### src/uer_pkg.sv
// Shared constants and types for the ultrasonic echo ranger.
// Used by uer_div and ultrasonic_echo_ranger_core; no dependencies.
`timescale 1ns / 1ps
`default_nettype none

package uer_pkg;

  // Register field widths.
  localparam int TRIG_W   = 8;
  localparam int ROUNDS_W = 4;
  localparam int GAP_W    = 20;
  localparam int TPC_W    = 8;
  localparam int CFG_W    = 20;
  localparam int CFG_IDX_W = 2;
  localparam int DIST_W   = 20;

  // Register indexes on the configuration port.
  localparam logic [CFG_IDX_W-1:0] REG_TRIGGER_TICKS = 2'd0;
  localparam logic [CFG_IDX_W-1:0] REG_ROUNDS        = 2'd1;
  localparam logic [CFG_IDX_W-1:0] REG_GAP_TICKS     = 2'd2;
  localparam logic [CFG_IDX_W-1:0] REG_TICKS_PER_CM  = 2'd3;

  // Register reset values.
  localparam logic [TRIG_W-1:0]   TRIGGER_TICKS_RST = 8'd20;
  localparam logic [ROUNDS_W-1:0] ROUNDS_RST        = 4'd5;
  localparam logic [GAP_W-1:0]    GAP_TICKS_RST     = 20'd50000;
  localparam logic [TPC_W-1:0]    TICKS_PER_CM_RST  = 8'd58;

  // Parameter defaults.
  localparam int MAX_ROUNDS_DEF = 8;
  localparam int WIDTH_BITS_DEF = 16;
  localparam int FRAC_BITS_DEF  = 4;

  // Divider status seen by the controller.
  typedef struct packed {
    logic busy;
    logic done;
  } div_stat_t;

endpackage

`default_nettype wire

### src/uer_div.sv
// Iterative restoring divider, one quotient bit per cycle.
// Depends on uer_pkg for the status struct.
`timescale 1ns / 1ps
`default_nettype none

module uer_div #(
  parameter int DVD_W = 24,
  parameter int DVS_W = 12
) (
  input  wire logic             clk,
  input  wire logic             rst_n,
  input  wire logic             start,
  input  wire logic [DVD_W-1:0] dividend,
  input  wire logic [DVS_W-1:0] divisor,
  output uer_pkg::div_stat_t    stat,
  output logic      [DVD_W-1:0] quotient
);
  import uer_pkg::*;

  localparam int CNT_W = $clog2(DVD_W + 1);

  logic [DVD_W-1:0] quo_r;
  logic [DVS_W-1:0] rem_r;
  logic [DVS_W-1:0] dvs_r;
  logic [CNT_W-1:0] count_r;
  logic             busy_r;
  logic             done_r;

  logic [DVS_W:0]   rem_shift;
  logic [DVS_W:0]   diff;
  logic             ge;

  always_comb begin
    rem_shift = {rem_r, quo_r[DVD_W-1]};
    diff      = rem_shift - {1'b0, dvs_r};
    ge        = (rem_shift >= {1'b0, dvs_r});
  end

  always_ff @(posedge clk) begin
    if (!rst_n) begin
      busy_r  <= 1'b0;
      done_r  <= 1'b0;
      count_r <= '0;
    end else begin
      done_r <= 1'b0;
      if (start) begin
        quo_r   <= dividend;
        rem_r   <= '0;
        dvs_r   <= divisor;
        count_r <= CNT_W'(DVD_W);
        busy_r  <= 1'b1;
      end else if (busy_r) begin
        quo_r   <= {quo_r[DVD_W-2:0], ge};
        rem_r   <= ge ? diff[DVS_W-1:0] : rem_shift[DVS_W-1:0];
        count_r <= count_r - 1'b1;
        if (count_r == CNT_W'(1)) begin
          busy_r <= 1'b0;
          done_r <= 1'b1;
        end
      end
    end
  end

  assign stat.busy = busy_r;
  assign stat.done = done_r;
  assign quotient  = quo_r;

endmodule

`default_nettype wire

### src/ultrasonic_echo_ranger_core.sv
// Ultrasonic time-of-flight ranging controller, one item per microsecond tick.
// Most items produce their result one cycle after acceptance and a new item may
// be taken every cycle; the item that closes a sequence waits for the shared
// divider, and no new item is taken until that result is registered.
// Reset (rst_n, synchronous, active low) restores register defaults and idles.
// Depends on uer_pkg and uer_div.
`timescale 1ns / 1ps
`default_nettype none

module ultrasonic_echo_ranger_core #(
  parameter int MAX_ROUNDS = uer_pkg::MAX_ROUNDS_DEF,
  parameter int WIDTH_BITS = uer_pkg::WIDTH_BITS_DEF,
  parameter int FRAC_BITS  = uer_pkg::FRAC_BITS_DEF
) (
  input  wire logic                          clk,
  input  wire logic                          rst_n,
  // Tick items in.
  input  wire logic                          in_valid,
  output logic                               in_ready,
  input  wire logic                          in_start_req,
  input  wire logic                          in_echo,
  // Results out.
  output logic                               out_valid,
  input  wire logic                          out_ready,
  output logic                               out_trigger,
  output logic                               out_busy_res,
  output logic                               out_done_res,
  output logic [uer_pkg::DIST_W-1:0]         out_distance_q4,
  // Configuration writes.
  input  wire logic                          cfg_we,
  input  wire logic [uer_pkg::CFG_IDX_W-1:0] cfg_index,
  input  wire logic [uer_pkg::CFG_W-1:0]     cfg_data
);
  import uer_pkg::*;

  // The running sum holds at most fifteen saturated widths, hence four extra bits.
  localparam int SUM_W  = WIDTH_BITS + ROUNDS_W;
  localparam int DVD_W  = SUM_W + FRAC_BITS;
  localparam int DVS_W  = ROUNDS_W + TPC_W;
  localparam int WIDE_W = DVD_W + DIST_W;

  // Measurement phases.
  localparam logic [2:0] PH_IDLE = 3'd0;
  localparam logic [2:0] PH_TRIG = 3'd1;
  localparam logic [2:0] PH_WAIT = 3'd2;
  localparam logic [2:0] PH_MEAS = 3'd3;
  localparam logic [2:0] PH_GAP  = 3'd4;

  // Configuration registers.
  logic [TRIG_W-1:0]   trigger_ticks_r;
  logic [ROUNDS_W-1:0] rounds_r;
  logic [GAP_W-1:0]    gap_ticks_r;
  logic [TPC_W-1:0]    ticks_per_cm_r;

  // Sequencer state.
  logic [2:0]            phase_r,       phase_nxt;
  logic [GAP_W-1:0]      tick_count_r,  tick_count_nxt;
  logic [WIDTH_BITS-1:0] echo_width_r,  echo_width_nxt;
  logic [SUM_W-1:0]      width_sum_r,   width_sum_nxt;
  logic [ROUNDS_W-1:0]   rounds_done_r, rounds_done_nxt;
  logic [DIST_W-1:0]     last_dist_r;
  logic                  div_pend_r;

  // Output register.
  logic                  out_valid_r;
  logic                  out_trigger_r;
  logic                  out_busy_r;
  logic                  out_done_r;
  logic [DIST_W-1:0]     out_dist_r;

  logic                  accept;
  logic                  trig_c;
  logic                  final_c;
  logic                  gap_end_c;
  logic [ROUNDS_W-1:0]   eff_rounds;
  logic [TPC_W-1:0]      eff_tpc;
  logic [DVS_W-1:0]      divisor;
  logic [DVD_W-1:0]      dividend;

  div_stat_t             div_stat;
  logic [DVD_W-1:0]      quotient;
  logic [WIDE_W-1:0]     q_wide;
  logic [DIST_W-1:0]     dist_sat;

  // A new item is taken unless the divider is still working on the closing item
  // or a result is stalled; a result taken in the same cycle frees the register.
  assign in_ready = !div_pend_r && (!out_valid_r || out_ready);
  assign accept   = in_valid && in_ready;

  // Out-of-range register values are mapped onto their nearest legal meaning.
  always_comb begin
    if (rounds_r == '0) begin
      eff_rounds = ROUNDS_W'(1);
    end else if ({1'b0, rounds_r} > (ROUNDS_W + 1)'(MAX_ROUNDS)) begin
      eff_rounds = ROUNDS_W'(MAX_ROUNDS);
    end else begin
      eff_rounds = rounds_r;
    end
    eff_tpc = (ticks_per_cm_r == '0) ? TPC_W'(1) : ticks_per_cm_r;
  end

  // The product is at most 15 x 255, a small multiplier ahead of the divider.
  assign divisor  = DVS_W'(eff_rounds) * DVS_W'(eff_tpc);
  assign dividend = DVD_W'(width_sum_nxt) << FRAC_BITS;

  // Tick behaviour for the item being offered. final_c marks the tick that ends
  // the last gap; its distance comes from the divider once the division is done.
  always_comb begin
    phase_nxt       = phase_r;
    tick_count_nxt  = tick_count_r;
    echo_width_nxt  = echo_width_r;
    width_sum_nxt   = width_sum_r;
    rounds_done_nxt = rounds_done_r;
    trig_c          = 1'b0;
    gap_end_c       = 1'b0;
    final_c         = 1'b0;
    case (phase_r)
      PH_IDLE: begin
        if (in_start_req) begin
          phase_nxt       = PH_TRIG;
          tick_count_nxt  = '0;
          echo_width_nxt  = '0;
          width_sum_nxt   = '0;
          rounds_done_nxt = '0;
        end
      end
      PH_TRIG: begin
        trig_c         = 1'b1;
        tick_count_nxt = tick_count_r + 1'b1;
        if (tick_count_nxt >= GAP_W'(trigger_ticks_r)) begin
          phase_nxt      = PH_WAIT;
          tick_count_nxt = '0;
        end
      end
      PH_WAIT: begin
        if (in_echo) begin
          phase_nxt      = PH_MEAS;
          echo_width_nxt = WIDTH_BITS'(1);
        end
      end
      PH_MEAS: begin
        if (in_echo) begin
          if (echo_width_r != '1) begin
            echo_width_nxt = echo_width_r + 1'b1;
          end
        end else begin
          width_sum_nxt   = width_sum_r + SUM_W'(echo_width_r);
          rounds_done_nxt = rounds_done_r + 1'b1;
          phase_nxt       = PH_GAP;
          tick_count_nxt  = '0;
          gap_end_c       = (gap_ticks_r == '0);
        end
      end
      PH_GAP: begin
        tick_count_nxt = tick_count_r + 1'b1;
        gap_end_c      = (tick_count_nxt >= gap_ticks_r);
      end
      default: begin
        phase_nxt      = PH_IDLE;
        tick_count_nxt = '0;
      end
    endcase
    // End of a gap: either the next round or the closing division.
    if (gap_end_c) begin
      tick_count_nxt = '0;
      if (rounds_done_nxt >= eff_rounds) begin
        phase_nxt = PH_IDLE;
        final_c   = 1'b1;
      end else begin
        phase_nxt = PH_TRIG;
      end
    end
  end

  uer_div #(
    .DVD_W(DVD_W),
    .DVS_W(DVS_W)
  ) u_div (
    .clk      (clk),
    .rst_n    (rst_n),
    .start    (accept && final_c),
    .dividend (dividend),
    .divisor  (divisor),
    .stat     (div_stat),
    .quotient (quotient)
  );

  // Quotients beyond the distance field saturate at its full-scale value.
  assign q_wide   = WIDE_W'(quotient);
  assign dist_sat = (|q_wide[WIDE_W-1:DIST_W]) ? '1 : q_wide[DIST_W-1:0];

  // Configuration registers; the user must write only while the block is idle, which the block itself does not enforce.
  always_ff @(posedge clk) begin
    if (!rst_n) begin
      trigger_ticks_r <= TRIGGER_TICKS_RST;
      rounds_r        <= ROUNDS_RST;
      gap_ticks_r     <= GAP_TICKS_RST;
      ticks_per_cm_r  <= TICKS_PER_CM_RST;
    end else if (cfg_we) begin
      case (cfg_index)
        REG_TRIGGER_TICKS: trigger_ticks_r <= cfg_data[TRIG_W-1:0];
        REG_ROUNDS:        rounds_r        <= cfg_data[ROUNDS_W-1:0];
        REG_GAP_TICKS:     gap_ticks_r     <= cfg_data[GAP_W-1:0];
        REG_TICKS_PER_CM:  ticks_per_cm_r  <= cfg_data[TPC_W-1:0];
        default: begin
        end
      endcase
    end
  end

  // Sequencer state and output register. An accepted item and a finishing
  // division never meet in one cycle, since the input is held off meanwhile.
  always_ff @(posedge clk) begin
    if (!rst_n) begin
      phase_r       <= PH_IDLE;
      tick_count_r  <= '0;
      echo_width_r  <= '0;
      width_sum_r   <= '0;
      rounds_done_r <= '0;
      last_dist_r   <= '0;
      div_pend_r    <= 1'b0;
      out_valid_r   <= 1'b0;
      out_trigger_r <= 1'b0;
      out_busy_r    <= 1'b0;
      out_done_r    <= 1'b0;
      out_dist_r    <= '0;
    end else begin
      if (accept) begin
        phase_r       <= phase_nxt;
        tick_count_r  <= tick_count_nxt;
        echo_width_r  <= echo_width_nxt;
        width_sum_r   <= width_sum_nxt;
        rounds_done_r <= rounds_done_nxt;
        out_trigger_r <= trig_c;
        out_busy_r    <= (phase_nxt != PH_IDLE);
        out_done_r    <= final_c;
        if (final_c) begin
          // The result is held back until the divider has finished.
          div_pend_r  <= 1'b1;
          out_valid_r <= 1'b0;
        end else begin
          out_dist_r  <= last_dist_r;
          out_valid_r <= 1'b1;
        end
      end else if (div_pend_r && div_stat.done) begin
        last_dist_r <= dist_sat;
        out_dist_r  <= dist_sat;
        out_valid_r <= 1'b1;
        div_pend_r  <= 1'b0;
      end else if (out_valid_r && out_ready) begin
        out_valid_r <= 1'b0;
      end
    end
  end

  assign out_valid       = out_valid_r;
  assign out_trigger     = out_trigger_r;
  assign out_busy_res    = out_busy_r;
  assign out_done_res    = out_done_r;
  assign out_distance_q4 = out_dist_r;

endmodule

`default_nettype wire

### config.mk
export PLATFORM = sky130hd
export DESIGN_NAME = ultrasonic_echo_ranger_core
export DESIGN_NICKNAME = d
export VERILOG_FILES = /design/src/uer_pkg.sv /design/src/uer_div.sv /design/src/ultrasonic_echo_ranger_core.sv
export SDC_FILE = /design/constraint.sdc
export NUM_CORES = 1
export LEC_CHECK = 0
export ABC_AREA = 1
export BUFFER_PORTS_ARGS = -buffer_cell sky130_fd_sc_hd__buf_2
export CAP_MARGIN = 5
export CORE_ASPECT_RATIO = 1.4
export CORE_MARGIN = 2
export CORE_UTILIZATION = 55
export CTS_CLUSTER_SIZE = 8
export DETAILED_ROUTE_END_ITERATION = 16
export PLACE_DENSITY = 0.74
export RECOVER_POWER = 25
export SYNTH_ARGS = -nofsm -noshare
export SYNTH_HDL_FRONTEND = slang
export SYNTH_SLANG_ARGS = --single-unit
### constraint.sdc
create_clock -name clk -period 5.8 [get_ports clk]
set_input_delay 0.29 -clock clk [delete_from_list [all_inputs] [get_ports clk]]
set_output_delay 0.29 -clock clk [all_outputs]
set_load 0.05 [all_outputs]
==> out/qor.txt, run 1 <==
Post-Synthesis Mean Instance Area: 7.33 um2
final core utilization: 61.5%
final hold violation count: 0
Clock Skew: 0.0213 ns
grt met3 use: 3.09%
DR iter-0 viols: 613
fin nets: 1,829
DIE AREA: 23,400 um2
clk_lat worst skew: 0.54 ns
Diodes inserted: 0
CTS tree: built
setup bufs post-CTS: 0
Max-slew headroom: -70.1%
worst setup path startpoint: phase_r[1]
largest net degree at the start of global routing: 62
failing checks: max-capacitance violations, max-slew violations
number of H-tree levels: 1
num ports: 54
Gate Count Post-Synth: 1,666
Wirelength per Cell: 14.8 um
Worst EP required: 6.10 ns
PostCTS Resize Cnt: 0
synthesized area: 12,200 um2
DRT Pass-1 Iters: 5
Antenna Nets Post-Route: 0
Remaining Overflow, GRT: 0
Ys Warns: 0
Setup crit end: out_distance_q4[3]
leading register cell type out of synthesis: dfxtp_1
NetSw: 0.971 mW
status: finished with violations
most used cell, CP: nand2_1
top cell type's share of synthesized area: 25.4%
measured slew at the worst slew-check pin: 2.55 ns
Post-synth EDFFs: 48
FF+latch count, synth: 203
total wire length: 29,700 um
final setup fails: 0
CTS Buf Count: 29
area leader, netlist: dfxtp_1
RSZ-0062 raised after global routing: no
global routing's busiest layer: met2
r2r startpoint: phase_r[1]
gr usage total: 25.7%
met2 Track Usage GR: 46.3%
switching share of power: 27.5%
clk buf depth: 3
WS Path Type: flop to flop
CP peak stage delay: 0.52 ns
maximum VDD drop: 227 uV
combinational fraction of design power: 14.2%
layout cells sized above 1: 6.35%
Tot Pwr: 3.53 mW
Reg-to-Reg End: out_distance_q4[3]
Row Count: 64
via count: 10,900
R2R depth: 19
Remaining DRCs: 0
Final Wtd Congestion: 0.899
Reg clk slew, reported paths: 0.05 ns
ys async rst share: 0%
Buffers on Ports: 53
vias in the first global route: 10,500
Pleak: 5.94 nW
Int Pwr: 2.56 mW
Period minus WS final: 4.79 ns
final worst path period share: 82.5%
clock sinks: 203
reg2reg setup slack: 1.01 ns
Starting Density: 55.9%
Synth area leaders: dfxtp_1, nand2_1, edfxtp_1
Die Height: 180 um
CP Max Fanout: 52
root buf cell: clkbuf_16
initial antenna violation count: 0
Max Fclk: 209 MHz
Distinct cells, synth: 51
P per Cell Area: 263 nW/um2
max-cap violations: 3
Die X: 130 um
met1 usage: 30.8%
sequential power share: 43.6%
clock share of power: 42.2%
max-slew violations: 171
dpl hpwl: 21,900 um
core footprint: 21,900 um2
Setup TNS Final: 0 ns
cell breakdown of the critical path: inv_1 > nor3_4 > inv_4 > nand2_1 > nand2_1 > nor2_2 > inv_1 > a21oi_1 > ha_1 > nor2_1 > o21ai_0 > nand2_1 > a31oi_1 > inv_1 > nand3_2 > buf_4 > o21ai_2 > nand2_1 > a21oi_1
Critical-path top delay cell: nor2_2
Worst Setup Start Kind: flop
Layout area overhead: 10.2%
Synth Net Count: 1,790
first-pass GRT wire length: 49,500 um
Worst Path Arrival: 5.09 ns
Setup crit end kind: flop
post-synthesis sequential area ratio: 37.2%
hold-fix buffers at CTS: 4
worst hold path class: input port to flop
via/cell ratio: 5.42
## cells by family after synthesis
kind of cell | share of synthesized area, %
AOI/OAI and AO/OA | 17.7
DFF | 37.2
and+or+nand+nor | 23.1
adders and majority gates | 10.6
xor gates and xnor gates | 2.36
buffers and inverters | 9.04
## cell usage in the layout, fill, tap and decap left out, types with 6 or more instances in the layout
| master | instances |
|---|---|
| a21o_1 | 6 |
| a21oi_1 | 161 |
| buf_2 | 28 |
| buf_4 | 7 |
| clkbuf_1 | 40 |
| clkbuf_16 | 29 |
| dfxtp_1 | 155 |
| edfxtp_1 | 48 |
| fa_1 | 14 |
| ha_1 | 81 |
| inv_1 | 217 |
| nand2_1 | 395 |
| nand3_1 | 60 |
| nand4_1 | 19 |
| nor2_1 | 125 |
| nor2_2 | 9 |
| nor3_1 | 24 |
| nor4_1 | 7 |
| o211ai_1 | 40 |
| o21ai_0 | 140 |
| o21ai_1 | 11 |
| o22ai_1 | 8 |
| xnor2_1 | 10 |
| xor2_1 | 21 |
## cell type report
type	instances	area (um2)
inverter	224	843
timing repair buffer	67	338
clock buffer	41	771
tap	297	372
multi-input combinational	1180	6570
sequential	203	4540
clock inverter	2	15.0
fill	2041	8410
## worst max-delay path: cells and delay by family, from the launching register on
family | cells | cell delay (ns)
compound gates | 5 | 1.17
fa+ha+maj | 1 | 0.18
buf+inv | 5 | 1.16
flops | 1 | 0.39
simple gates | 8 | 1.62
## metal layers
metal | routed length (um) | share of wire, %
met3 | 1170 | 3.9
met4 | 1020 | 3.4
met5 | 0 | 0
met1 | 12400 | 42
met2 | 15100 | 51
## worst min-delay path by stage
stage | from | to | depth (start not counted)
after floorplan | cfg_data[0] | rounds_r[0] | 2
after global placement | rounds_r[0] | rounds_r[0] | 2
after detailed placement | rounds_r[0] | rounds_r[0] | 2
after CTS | cfg_data[4] | trigger_ticks_r[4] | 3
after global routing | cfg_data[11] | gap_ticks_r[11] | 3
final | cfg_data[4] | trigger_ticks_r[4] | 3
## power groups by stage
stage | Combinational, mW | Sequential, mW | Clock [mW]
3_5_place_dp | 0.498 | 1.57 | 0
6_report | 0.500 | 1.54 | 1.49
3_3_place_gp | 0.484 | 1.57 | 0
2_1_floorplan | 0.340 | 1.59 | 0
5_1_grt | 0.565 | 1.55 | 1.58
4_1_cts | 0.504 | 1.54 | 1.52
## stage by stage
| step | std cells | setup slack (ns) | hold WS (ns) | cell area (um2) |
|---|---|---|---|---|
| floorplan | 1666 | 1.57 | 0.416 | 12200 |
| global placement | 1967 | 1.34 | 0.442 | 12700 |
| detailed placement | 1967 | 1.19 | 0.446 | 12700 |
| CTS | 2014 | 1.15 | 0.0131 | 13500 |
| global route | 2014 | 0.514 | 0.0370 | 13500 |
| finish | 2014 | 1.01 | 0.0292 | 13500 |
## synthesized netlist by cell type, types with 2 or more instances
master	n
ha_1	81
o22ai_1	8
a211oi_2	4
nand2_1	395
buf_4	3
buf_6	2
inv_2	4
xnor2_1	10
nor2_2	9
nor2_1	125
nor3_1	24
nor2_4	3
o21ai_0	140
o21ai_1	11
nor4_1	7
inv_1	217
nand4_1	19
clkinv_1	2
a31oi_1	4
xor2_1	21
a211oi_1	3
nand2_4	2
buf_2	10
or2_2	2
edfxtp_1	48
nor3_2	3
o21a_1	3
clkbuf_1	43
nand3_2	4
a21oi_1	161
o211ai_1	40
a21o_1	6
nand2_2	4
nand3b_1	2
nand3_1	60
fa_1	14
dfxtp_1	155
o21bai_1	4
## sequential cells by signal (all words and copies together) (netlist names), 8 cells and up
register / cells
u_div.dvs_r: 12
trigger_ticks_r: 8
out_distance_q4: 20
gap_ticks_r: 20
ticks_per_cm_r: 8
u_div.rem_r: 12
u_div.quotient: 24
tick_count_r: 20
echo_width_r: 16
last_dist_r: 20
width_sum_r: 20
Power figures use the tool's default switching activity.
==> run 2: changes to the inputs <==
- clock period: 5.8 -> 4.95 ns (I/O delays scaled with it)
==> run 2 against run 1 <==
The flow still finishes with violations (max-capacitance violations, max-slew violations). Sequential share of layout area shrank 0.52 points. Flip-flop and latch count is the same. Setup slack lost 0.34 ns. Clock skew grew 0.0036 ns. Global-route usage grew 0.16 points. Combinational power grew 19%. Critical path type unchanged. Highest routed layer unchanged.
==> out/qor.txt, run 2 (synthesis results as in run 1) <==
status: finished with violations
failing checks: max-capacitance violations, max-slew violations
leading cell type in the layout, fill and taps excluded: nand2_1
Buffers on Ports: 53
Starting Density: 55.9%
DP Cell Count: 1,972
measured slew at the worst slew-check pin: 2.18 ns
total wire length: 29,600 um
Setup crit end kind: flop
clock sinks: 203
Row Count: 64
vias in the first global route: 10,600
reg2reg setup slack: 0.67 ns
PostCTS Resize Cnt: 0
Remaining DRCs: 0
Final Non-Filler Cells: 2,032
max-slew violations: 55
RSZ-0062 raised after global routing: no
R2R depth: 22
Clock Skew: 0.0249 ns
Max Fclk: 234 MHz
clk_lat worst skew: 0.56 ns
Reg clk slew, reported paths: 0.05 ns
Remaining Overflow, GRT: 0
Max-slew headroom: -45.4%
largest net degree at the start of global routing: 62
first-pass GRT wire length: 50,100 um
clk buf depth: 3
number of H-tree levels: 1
Worst Setup Start Kind: flop
final hold violation count: 0
P per Cell Area: 309 nW/um2
dpl hpwl: 21,800 um
hold depth: 3
setup bufs post-CTS: 0
Hold Startpoint: cfg_data[0]
DR iter-0 viols: 592
via/cell ratio: 5.43
fill count: 1,951
Worst EP required: 5.38 ns
CTS Buf Count: 29
final setup fails: 0
gr usage total: 25.8%
CP Max Fanout: 42
most frequent cells in the layout: nand2_1, inv_1, a21oi_1, dfxtp_1, o21ai_0
layout cells sized above 1: 6.69%
Die Height: 180 um
Multi-input gate area: 6570 um2
Antenna Nets Post-Route: 0
Tot Pwr: 4.22 mW
Diodes inserted: 0
register area: 4540 um2
final worst path period share: 86.4%
hold-fix buffers at CTS: 16
Pleak: 6.04 nW
Period minus WS final: 4.28 ns
Wirelength per Cell: 14.6 um
maximum VDD drop: 325 uV
via count: 11,000
num ports: 54
root buf cell: clkbuf_16
initial antenna violation count: 0
worst hold path class: input port to flop
r2r startpoint: phase_r[1]
Worst Path Arrival: 4.71 ns
Worst Hold Endpoint: rounds_r[0]
max reg flops: 24
fin nets: 1,847
Setup TNS Final: 0 ns
Die X: 130 um
DIE AREA: 23,400 um2
max-cap violations: 1
final core utilization: 62.5%
DRT Pass-1 Iters: 6
Layout area overhead: 11.9%
core footprint: 21,900 um2
WS Path Type: flop to flop
Final Wtd Congestion: 0.914
Reg-to-Reg End: out_distance_q4[9]
CTS tree: built
==> run 2: layout make-up <==
| class | instances | area share, % |
|---|---|---|
| well taps | 297 | 2.72 |
| inverters | 224 | 6.17 |
| clock inverters | 2 | 0.366 |
| repair buffers | 85 | 3.75 |
| multi-input cells | 1180 | 48.1 |
| clock buffers | 41 | 5.64 |
| flip-flops and latches | 203 | 33.3 |
==> run 2: metal layers <==
layer	vias up	global-route usage [%]	share of wire (%)
met5	-	0	0
met1	5070	31.7	41
met3	61	3.00	4.6
met2	275	46.2	51
li1	5625	-	-
met4	0	8.99	2.9
==> run 2: worst max path at each step <==
stage / startpoint / to / slack (ns)
2_1_floorplan: phase_r[0] / u_div.quotient[0] / 0.72
3_3_place_gp: phase_r[0] / out_distance_q4[4] / 0.87
3_5_place_dp: phase_r[1] / out_distance_q4[15] / 0.76
4_1_cts: phase_r[1] / out_distance_q4[9] / 0.75
5_1_grt: phase_r[1] / out_distance_q4[1] / 0.38
6_report: phase_r[1] / out_distance_q4[9] / 0.67
==> run 2: critical path, stage by stage, from the launching register on <==
cell and delay (ns):
dfxtp_1 0.40, inv_1 0.11, nor3_4 0.11, buf_4 0.21, inv_4 0.09, nand2_1 0.06
nand2_1 0.16, nor2_2 0.16, buf_4 0.22, inv_1 0.19, a21oi_1 0.24, ha_1 0.18
nor2_1 0.04, o21ai_0 0.15, nand2_1 0.07, a31oi_1 0.30, inv_1 0.09, nand3_2 0.09
buf_4 0.26, buf_4 0.43, o21ai_2 0.35, nand2_1 0.16, a21oi_1 0.08
==> run 2: per-stage QoR <==
stage	cell area, um2	hold slack, ns	setup slack, ns
2_1_floorplan	12200	0.374	0.722
3_3_place_gp	12700	0.433	0.869
3_5_place_dp	12700	0.445	0.759
4_1_cts	13700	0.00173	0.747
5_1_grt	13700	0.0118	0.382
6_report	13700	0.00770	0.673
==> run 2: report_power, final <==
group | internal [mW] | switching, mW | leakage [nW] | total, mW
combinational | 0.195 | 0.402 | 3.95 | 0.597
sequential | 1.76 | 0.0456 | 1.69 | 1.80
clock | 1.11 | 0.707 | 0.395 | 1.82
